$ cat src/design/lcdnpw_pkg.sv
// Shared constants, types and functions for the LCD number position writer.
`timescale 1ns / 1ps
package lcdnpw_pkg;

  localparam int NUM_W      = 32;
  localparam int BCD_DIGITS = 10;
  localparam int BCD_W      = 4 * BCD_DIGITS;
  localparam int CNT_W      = $clog2(NUM_W + 1);
  localparam int DIG_IDX_W  = $clog2(BCD_DIGITS + 1);

  localparam int MAX_DIGITS_DEF      = 10;
  localparam int DISPLAY_COLUMNS_DEF = 16;
  localparam int DISPLAY_ROWS_DEF    = 4;

  localparam logic [7:0] ROW1_BASE   = 8'h80;
  localparam logic [7:0] ROW2_BASE   = 8'hC0;
  localparam logic [7:0] ROW3_BASE   = 8'h90;
  localparam logic [7:0] ROW4_BASE   = 8'hD0;
  localparam logic [7:0] ASCII_ZERO  = 8'h30;
  localparam logic [7:0] ASCII_SPACE = 8'h20;

  typedef struct packed {
    logic       cmd_en;
    logic [7:0] cmd_byte;
  } job_t;

  function automatic logic [7:0] row_base(input logic [1:0] row_idx);
    logic [7:0] b;
    case (row_idx)
      2'd0:    b = ROW1_BASE;
      2'd1:    b = ROW2_BASE;
      2'd2:    b = ROW3_BASE;
      default: b = ROW4_BASE;
    endcase
    return b;
  endfunction

  // Number of significant decimal digits, at least one.
  function automatic logic [DIG_IDX_W-1:0] digit_count(input logic [BCD_W-1:0] bcd);
    logic [DIG_IDX_W-1:0] n;
    n = DIG_IDX_W'(1);
    for (int i = 1; i < BCD_DIGITS; i++) begin
      if (bcd[4*i +: 4] != 4'd0) begin
        n = DIG_IDX_W'(i + 1);
      end
    end
    return n;
  endfunction

endpackage

$ cat src/design/lcdnpw_dabble.sv
// Bit-serial binary to BCD converter (shift and add-3), one input bit per cycle.
`timescale 1ns / 1ps
module lcdnpw_dabble
  import lcdnpw_pkg::*;
(
  input  logic             clk,
  input  logic             rst_n,
  input  logic             start,
  input  logic [NUM_W-1:0] number,
  output logic             done,
  output logic [BCD_W-1:0] bcd
);

  logic [NUM_W-1:0] bin_r, bin_nxt;
  logic [BCD_W-1:0] bcd_r, bcd_nxt;
  logic [CNT_W-1:0] cnt_r, cnt_nxt;
  logic             done_r, done_nxt;
  logic [BCD_W-1:0] bcd_adj;

  always_comb begin
    for (int i = 0; i < BCD_DIGITS; i++) begin
      bcd_adj[4*i +: 4] = (bcd_r[4*i +: 4] >= 4'd5) ? bcd_r[4*i +: 4] + 4'd3
                                                     : bcd_r[4*i +: 4];
    end
  end

  always_comb begin
    bin_nxt  = bin_r;
    bcd_nxt  = bcd_r;
    cnt_nxt  = cnt_r;
    done_nxt = 1'b0;
    if (start) begin
      bin_nxt = number;
      bcd_nxt = '0;
      cnt_nxt = CNT_W'(NUM_W);
    end else if (cnt_r != '0) begin
      bcd_nxt  = {bcd_adj[BCD_W-2:0], bin_r[NUM_W-1]};
      bin_nxt  = {bin_r[NUM_W-2:0], 1'b0};
      cnt_nxt  = cnt_r - CNT_W'(1);
      done_nxt = (cnt_r == CNT_W'(1));
    end
  end

  always_ff @(posedge clk) begin
    bin_r <= bin_nxt;
    bcd_r <= bcd_nxt;
    if (!rst_n) begin
      cnt_r  <= '0;
      done_r <= 1'b0;
    end else begin
      cnt_r  <= cnt_nxt;
      done_r <= done_nxt;
    end
  end

  assign done = done_r;
  assign bcd  = bcd_r;

endmodule

$ cat src/design/lcdnpw_emit.sv
// Write sequencer: optional cursor command, digits most significant first, optional space.
`timescale 1ns / 1ps
module lcdnpw_emit
  import lcdnpw_pkg::*;
#(
  parameter int MAX_DIGITS = MAX_DIGITS_DEF
) (
  input  logic             clk,
  input  logic             rst_n,
  input  logic             start,
  input  job_t             job,
  input  logic [BCD_W-1:0] bcd,
  output logic             finish,
  output logic             out_valid,
  input  logic             out_stall,
  output logic             out_is_character,
  output logic [7:0]       out_bus_byte,
  output logic             out_last_write
);

  typedef enum logic [1:0] {E_IDLE, E_CMD, E_DIG, E_SPC} state_t;

  state_t               state_r;
  logic [DIG_IDX_W-1:0] idx_r;
  logic                 space_r;
  logic                 valid_r;
  logic                 is_char_r;
  logic [7:0]           byte_r;
  logic                 last_r;

  logic                 ld;
  logic [DIG_IDX_W-1:0] ndig;
  logic [DIG_IDX_W-1:0] shown;
  logic [3:0]           digit;

  assign ld    = !valid_r || !out_stall;
  assign ndig  = digit_count(bcd);
  assign shown = (5'(MAX_DIGITS) < 5'(ndig)) ? DIG_IDX_W'(MAX_DIGITS) : ndig;
  assign digit = bcd[4*idx_r +: 4];

  assign finish = ld && ((state_r == E_SPC) ||
                         (state_r == E_DIG && idx_r == '0 && !space_r));

  always_ff @(posedge clk) begin
    if (!rst_n) begin
      state_r <= E_IDLE;
      valid_r <= 1'b0;
    end else begin
      case (state_r)
        E_IDLE: begin
          if (ld) begin
            valid_r <= 1'b0;
          end
          if (start) begin
            idx_r   <= shown - DIG_IDX_W'(1);
            space_r <= (ndig <= DIG_IDX_W'(2));
            state_r <= job.cmd_en ? E_CMD : E_DIG;
          end
        end
        E_CMD: begin
          if (ld) begin
            valid_r   <= 1'b1;
            is_char_r <= 1'b0;
            byte_r    <= job.cmd_byte;
            last_r    <= 1'b0;
            state_r   <= E_DIG;
          end
        end
        E_DIG: begin
          if (ld) begin
            valid_r   <= 1'b1;
            is_char_r <= 1'b1;
            byte_r    <= ASCII_ZERO | {4'd0, digit};
            last_r    <= (idx_r == '0) && !space_r;
            if (idx_r == '0) begin
              state_r <= space_r ? E_SPC : E_IDLE;
            end else begin
              idx_r <= idx_r - DIG_IDX_W'(1);
            end
          end
        end
        E_SPC: begin
          if (ld) begin
            valid_r   <= 1'b1;
            is_char_r <= 1'b1;
            byte_r    <= ASCII_SPACE;
            last_r    <= 1'b1;
            state_r   <= E_IDLE;
          end
        end
        default: begin
          valid_r <= 1'b0;
          state_r <= E_IDLE;
        end
      endcase
    end
  end

  assign out_valid        = valid_r;
  assign out_is_character = is_char_r;
  assign out_bus_byte     = byte_r;
  assign out_last_write   = last_r;

endmodule

$ cat src/design/lcd_number_position_writer_core.sv
// Top level of the LCD number position writer.
// Usage:
//   Input channel (in_valid/in_stall) carries one transaction: row, column and a
//   32-bit unsigned number. Result channel (out_valid/out_stall) carries LCD bus
//   writes: register select, data byte and a last-write flag.
//   A cursor command is written first when row and column are on the display,
//   then the decimal digits most significant first, then a space for numbers of
//   one or two digits.
// Timing:
//   One item at a time. After acceptance the binary to BCD converter takes
//   one input bit per cycle, then writes go out one per cycle while the
//   output is not stalled, up to 11 writes per item. in_stall stays high from
//   acceptance until the last write is loaded into the output register.
// Reset clears all control state; no transaction is pending afterward.
// A stalled output holds its write, and the sequencer waits.
`timescale 1ns / 1ps
module lcd_number_position_writer_core
  import lcdnpw_pkg::*;
#(
  parameter int MAX_DIGITS      = MAX_DIGITS_DEF,
  parameter int DISPLAY_COLUMNS = DISPLAY_COLUMNS_DEF,
  parameter int DISPLAY_ROWS    = DISPLAY_ROWS_DEF
) (
  input  logic             clk,
  input  logic             rst_n,
  input  logic             in_valid,
  output logic             in_stall,
  input  logic [2:0]       in_row,
  input  logic [4:0]       in_column,
  input  logic [NUM_W-1:0] in_number,
  output logic             out_valid,
  input  logic             out_stall,
  output logic             out_is_character,
  output logic [7:0]       out_bus_byte,
  output logic             out_last_write
);

  logic             busy_r, busy_nxt;
  job_t             job_r;
  logic             accept;
  logic             pos_ok;
  logic             conv_done;
  logic             finish;
  logic [BCD_W-1:0] bcd;

  assign in_stall = busy_r;
  assign accept   = in_valid && !busy_r;

  assign pos_ok = (in_row != 3'd0) && (in_row <= 3'(DISPLAY_ROWS)) &&
                  (in_column != 5'd0) && ({1'b0, in_column} <= 6'(DISPLAY_COLUMNS));

  always_comb begin
    busy_nxt = busy_r;
    if (accept) begin
      busy_nxt = 1'b1;
    end else if (finish) begin
      busy_nxt = 1'b0;
    end
  end

  always_ff @(posedge clk) begin
    if (accept) begin
      job_r.cmd_en   <= pos_ok;
      job_r.cmd_byte <= row_base(2'(in_row - 3'd1)) + {3'd0, in_column - 5'd1};
    end
    if (!rst_n) begin
      busy_r <= 1'b0;
    end else begin
      busy_r <= busy_nxt;
    end
  end

  lcdnpw_dabble u_dabble (
    .clk    (clk),
    .rst_n  (rst_n),
    .start  (accept),
    .number (in_number),
    .done   (conv_done),
    .bcd    (bcd)
  );

  lcdnpw_emit #(
    .MAX_DIGITS (MAX_DIGITS)
  ) u_emit (
    .clk              (clk),
    .rst_n            (rst_n),
    .start            (conv_done),
    .job              (job_r),
    .bcd              (bcd),
    .finish           (finish),
    .out_valid        (out_valid),
    .out_stall        (out_stall),
    .out_is_character (out_is_character),
    .out_bus_byte     (out_bus_byte),
    .out_last_write   (out_last_write)
  );

endmodule

$ cat config.mk
export PLATFORM = sky130hd
export DESIGN_NAME = lcd_number_position_writer_core
export DESIGN_NICKNAME = d
export VERILOG_FILES = /design/src/design/lcdnpw_pkg.sv /design/src/design/lcdnpw_dabble.sv /design/src/design/lcdnpw_emit.sv /design/src/design/lcd_number_position_writer_core.sv
export SDC_FILE = /design/constraint.sdc
export NUM_CORES = 1
export LEC_CHECK = 0
export ABC_AREA = 1
export BUFFER_PORTS_ARGS = -buffer_cell sky130_fd_sc_hd__clkbuf_2
export CAP_MARGIN = 30
export CORE_ASPECT_RATIO = 0.9
export CORE_MARGIN = 3
export CORE_UTILIZATION = 60
export DETAILED_ROUTE_END_ITERATION = 10
export PLACE_DENSITY = 0.89
export SETUP_SLACK_MARGIN = 0.3
export SLEW_MARGIN = 20
export SYNTH_ARGS = -nofsm -noshare
export SYNTH_HDL_FRONTEND = slang
export SYNTH_SLANG_ARGS = --single-unit
$ cat constraint.sdc
create_clock -name clk -period 2.2 [get_ports clk]
set_clock_uncertainty 0.15 [all_clocks]
set_input_delay 0.33 -clock clk [delete_from_list [all_inputs] [get_ports clk]]
set_output_delay 0.33 -clock clk [all_outputs]
set_load 0.01 [all_outputs]
# After elaboration in Yosys (flattened, before gate mapping)
# Cells that the tools add are included.
# Widths: inputs -> output; s select.
# classes
n_reduce_logical	44
add_sub_neg	16
bitwise_logic	2
muxes	50
n_lt_le_gt_ge	14
n_eq_ne	15
shifts	1
# ops
op	count
$mux 4	21
$mux 32	2
$ge 4x3->1 const B	10
$shiftx 40x7->4	1
$add 4x2->4 const B	9
$reduce_bool 4->1	9
$mux 8	4
$pmux 8 s3	1
$pmux 7 s3	1
$mux 2	8
$reduce_and 5->1	3
$mux 6	2
$ne 2x1->1 const B	6
$add 8x5->8	1
$logic_and 1x1->1	8
$pmux 2 s4	1
$pmux 4 s2	1
$reduce_bool 2->1	4
$sub 4x1->4 const B	2
$eq 2x2->1 const B	3
$eq 6x1->1 const B	1
$ne 2x2->1 const B	3
$reduce_bool 3->1	2
$reduce_bool 6->1	1
other kinds (24)	38
# totals
elab_cells	157
reg_bits	107

# Logic depth before layout (Yosys ltp)
# logic_depth
word_depth	15
depth_mapped	15

# By module
# From an unflattened synthesis, not the netlist that was laid out.
# unflattened
hier_cells	808
area_unflattened_um2	6082.1
# by_module_without_submodules
mod	n_inst	area_per_inst_um2	cells_per_inst	seq_area_each_um2
lcdnpw_dabble	1	4085.2	546	1901.8
lcdnpw_emit	1	1485.2	211	510.5
lcd_number_position_writer_core	1	511.7	51	260.2

# Worst setup path after synthesis
# Ideal clock, no wire load.
# synth_path
path_type	register -> register
from	register u_dabble.bcd_r[8], in the netlist u_dabble.bcd[8]
to	register u_emit.idx_r[2], data pin
path_stages_with_launch	15
n_path_buf	0
setup_ns	0.263
required_time_ns	1.787
arrival_time_ns	1.515
path_slack_ns	0.272
cell_sequence	dfxtp_1 -> inv_1 -> ha_1 -> nand2_2 -> nor2_2 -> nand2_1 -> nand2_1 -> nand2_1 -> nand2_1 -> nand2_1 -> nand2_1 -> nand2_1 -> a21boi_1 -> ha_1 -> xor2_1
# synth_via
elab_chain_len	14
# synth_rtl
item	line	rtl
start, declared	lcdnpw_dabble.sv:15	logic [BCD_W-1:0] bcd_r, bcd_nxt;
start signal, assigned	lcdnpw_dabble.sv:46	bcd_r <= bcd_nxt;
$reduce_bool 4->1 *	lcdnpw_pkg.sv:43	if (bcd[4*i +: 4] != 4'd0) begin
$mux 4 * (8 in series)	lcdnpw_pkg.sv:43	
$lt 4x4->1	lcdnpw_emit.sv:38	assign shown = (5'(MAX_DIGITS) < 5'(ndig)) ? DIG_IDX_W'(MAX_DIGITS) : ndig;
$mux 4 *	lcdnpw_emit.sv:38	
$sub 4x1->4 *	lcdnpw_emit.sv:55	idx_r <= shown - DIG_IDX_W'(1);
$mux 4 *	lcdnpw_emit.sv:54	if (start) begin
$pmux 4 s2 *	lcdnpw_emit.sv:49	case (state_r)
end signal, assigned	lcdnpw_emit.sv:55	
end signal, assigned	lcdnpw_emit.sv:78	idx_r <= idx_r - DIG_IDX_W'(1);
end, declared	lcdnpw_emit.sv:24	logic [DIG_IDX_W-1:0] idx_r;
# Mark *: on every way between the ends. The rest lies on a longest branch, timed or not. The select of a mux whose other input is x is not followed.
# A chain may end at the register's enable or synchronous reset.

# Worst setup path in the final report
# layout_path
from	register u_dabble.bcd_r[9], in the netlist u_dabble.bcd[9]
to	register u_emit.idx_r[2], data pin
# The elaborated chain is that of the path after synthesis.

==> metrics <==
Die Span Y=98.9 um; delay-heaviest family, CP=simple AND/OR/NAND/NOR gates; Cells after Synth=673; fraction of layout cells with a size suffix above 1=0.324; Worst-Skew Late Latency=380 ps; simple-gate share of the synthesized area=0.189; Hold Crit Depth=3; CP Class=reg -> reg; Die X=109 um; Clock Sinks=106; initial antenna violation count=0; antenna cells=0; status=finished, final reports clean; combinational family with the most area after synthesis=simple AND/OR/NAND/NOR gates; DP Cell Count=839; HP Class=in -> reg; Power Dens Cells=1350 nW/um2; # IOs=56; Yosys reg bits=106; Final min period=1980 ps; final setup margin=223 ps; Final GP Congestion=0.945; RSZ-0062 raised after global routing=yes; Rows=33; CP Capture Type=flip-flop; CTS buffer count=9; slew margin rel.=0.715; aggregate global routing overflow=0; Placeable Area=9210 um2; ys async rst share=0; Setup crit start kind=flip-flop; gr usage total=0.247; critical path arrival=1960 ps; post-synthesis compound-gate area fraction=0.185; GRT busiest layer=met2; EDFF count, synth=55; mux contribution to synthesized area=0; adder-cell share of the synthesized area=0.0609; Worst Path Buf+Inv=1; final setup TNS=0 ps; Wirelength per Cell=16.1 um; maxcap violations=0; drt via density=5.73; Worst path depth=14; Max Slew Vio Count=0; clk slew on worst S/H paths=100 ps; Mapped Area=5750 um2; P&R area growth vs syn=20.3%; Initial Utilization=0.624; most frequent cells in the layout=168 x nand2_1, 55 x clkbuf_2, 55 x edfxtp_1; fillers=605; commonest non-fill, non-tap cell in the layout=nand2_1; WL final=14.4 mm; Peak VDD IR=1070 uV; H-tree levels=3; Synth Warn #=0; met2 Track Usage GR=0.417; setup violators final=0; final hold violations=0; vias=5101; I/O Buffers=55; Critical Path Max Stage Delay=370 ps; first-pass GRT wire length=21.2 mm; # DRC=0; CTS tree=built; Pleak=2.99 nW; Mapped Nets=745; CTS Hold Buffers Added=0; maximum fanout along the worst path=3; maximum number of pins on one net before global-route repair=43; worst path cell trace=inv_4, ha_4, nand2_4, nor2_4, nand2_1, nand2_1, nand2_1, nand2_1, nand2_1, nand2_1, nand2_2, a21boi_2, ha_2, xor2_1; Post-layout nets=836; mean area per synthesized cell=8.54 um2; drt first pass iters=5; Tcrit/Tclk final=0.899; Bufs on Longest Clock Path=2; Layout Cells excl Fill=891; Initial DRC Count=463; post-synthesis xor/xnor area fraction=0.0183; post-synthesis sequential area ratio=0.465; CP max-delay cell=dfxtp_4; met1 usage=0.317; vias in the first global route=4725; Worst EP required=2180 ps; reg2reg path depth=14; M3 GR Usage=0.0498; Top FF cell, synth=edfxtp_1; die area=10800 um2; worst setup slack after placement=107 ps; fmax=506 MHz; CTS root buf=clkbuf_8; final core utilization=0.751; Worst path most repeated cell=nand2_1; hpwl dp=9.20 mm; post-route ant nets=0; Slew @ Worst Pin=428 ps; count of cell types in the netlist=40
-- cells in the mapped netlist (2+ instances only) --
library cell | n | area (um2)
nand2_1 | 170 | 638
inv_1 | 68 | 255
o21ai_0 | 56 | 280
edfxtp_1 | 55 | 1650
a21oi_1 | 51 | 255
dfxtp_1 | 51 | 1020
ha_1 | 28 | 350
nand3_1 | 23 | 115
inv_2 | 20 | 75.1
o22ai_2 | 19 | 238
nor2_1 | 18 | 67.6
o21ai_1 | 11 | 55.1
xor2_1 | 11 | 96.3
nand2_2 | 10 | 62.6
o22ai_1 | 10 | 62.6
nor2_2 | 9 | 56.3
clkbuf_1 | 8 | 30.0
a31oi_1 | 7 | 43.8
buf_2 | 7 | 35.0
buf_4 | 5 | 37.5
o211ai_1 | 4 | 30.0
buf_6 | 3 | 33.8
nand2_4 | 3 | 33.8
nor2_4 | 3 | 33.8
nor3_1 | 3 | 15.0
or2_2 | 3 | 18.8
a31o_2 | 2 | 17.5
nand3_2 | 2 | 20.0
nand4_1 | 2 | 12.5
-- metal layers --
metal	vias to the layer above	share of wire
met5	-	0
met4	0	0.027
met3	54	0.074
met2	231	0.51
met1	2384	0.39
li1	2432	-
-- cells by family (layout without fill, tap and decap cells) --
logic type,after synthesis,count (layout)
AND/OR/NAND/NOR,247,247
XOR/XNOR,12,12
adder cells (fa/ha/maj),28,28
flip-flops,106,106
buffers and inverters,112,208
AO/OA/AOI/OAI,168,168
-- registers in the layout, indices dropped and copies added, names as in the netlist --
signal / flops
u_emit.idx_r: 4
u_dabble.bin_r: 32
u_dabble.cnt_r: 6
in_stall: 1
u_emit.space_r: 1
u_emit.out_is_character: 1
u_emit.out_last_write: 1
u_dabble.bcd: 40
u_emit.out_bus_byte: 8
u_emit.state_r: 2
job_r: 8
u_emit.out_valid: 1
u_dabble.done: 1
-- worst paths after layout --
| path | start | to | slack [ps] |
|---|---|---|---|
| max | u_dabble.bcd[9] | u_emit.idx_r[2] | 220 |
| min | in_number[3] | u_dabble.bin_r[3] | 60 |
| max reg2reg | u_dabble.bcd[9] | u_emit.idx_r[2] | 220 |
| min reg2reg | u_dabble.bcd[22] | u_dabble.bcd[23] | 340 |
-- metrics by stage --
step                      power (mW)  hold WS, ps  cell area (um2)
final                           9.37         59.5             6920
after global routing            9.98         64.9             6920
after CTS                       8.50         49.7             6500
after detailed placement        7.21          329             6170
after global placement          6.98          310             6170
after floorplan                 6.25          297             5750
-- worst register-to-register path: cells and delay by family (launching register included) --
family,cells,cell delay [ps]
buf+inv,1,60
fa+ha+maj,2,330
xor+xnor,1,60
flops,1,370
compound gates,1,160
simple gates,9,600
-- report_power, final --
group	internal [mW]	switching (mW)
sequential	2.94	0.420
clock	0.435	0.720
combinational	1.92	2.94
total	5.29	4.08
-- timing repair --
item,in CTS,in global routing
buffers inserted,8,27
endpoints found under the setup margin,6,67
endpoints found under the hold margin,0,0
gates cloned,0,1
gates resized for setup,36,56
pin swaps,4,23
-- layout make-up --
cell class | instances | area, um2 | area share
inverters | 89 | 359 | 0.0519
repair buffers | 103 | 717 | 0.104
well taps | 122 | 153 | 0.0221
multi-input cells | 455 | 2810 | 0.406
clock inverters | 6 | 53.8 | 0.00778
flip-flops and latches | 106 | 2700 | 0.390
clock buffers | 10 | 128 | 0.0185
Power figures use the tool's default switching activity.
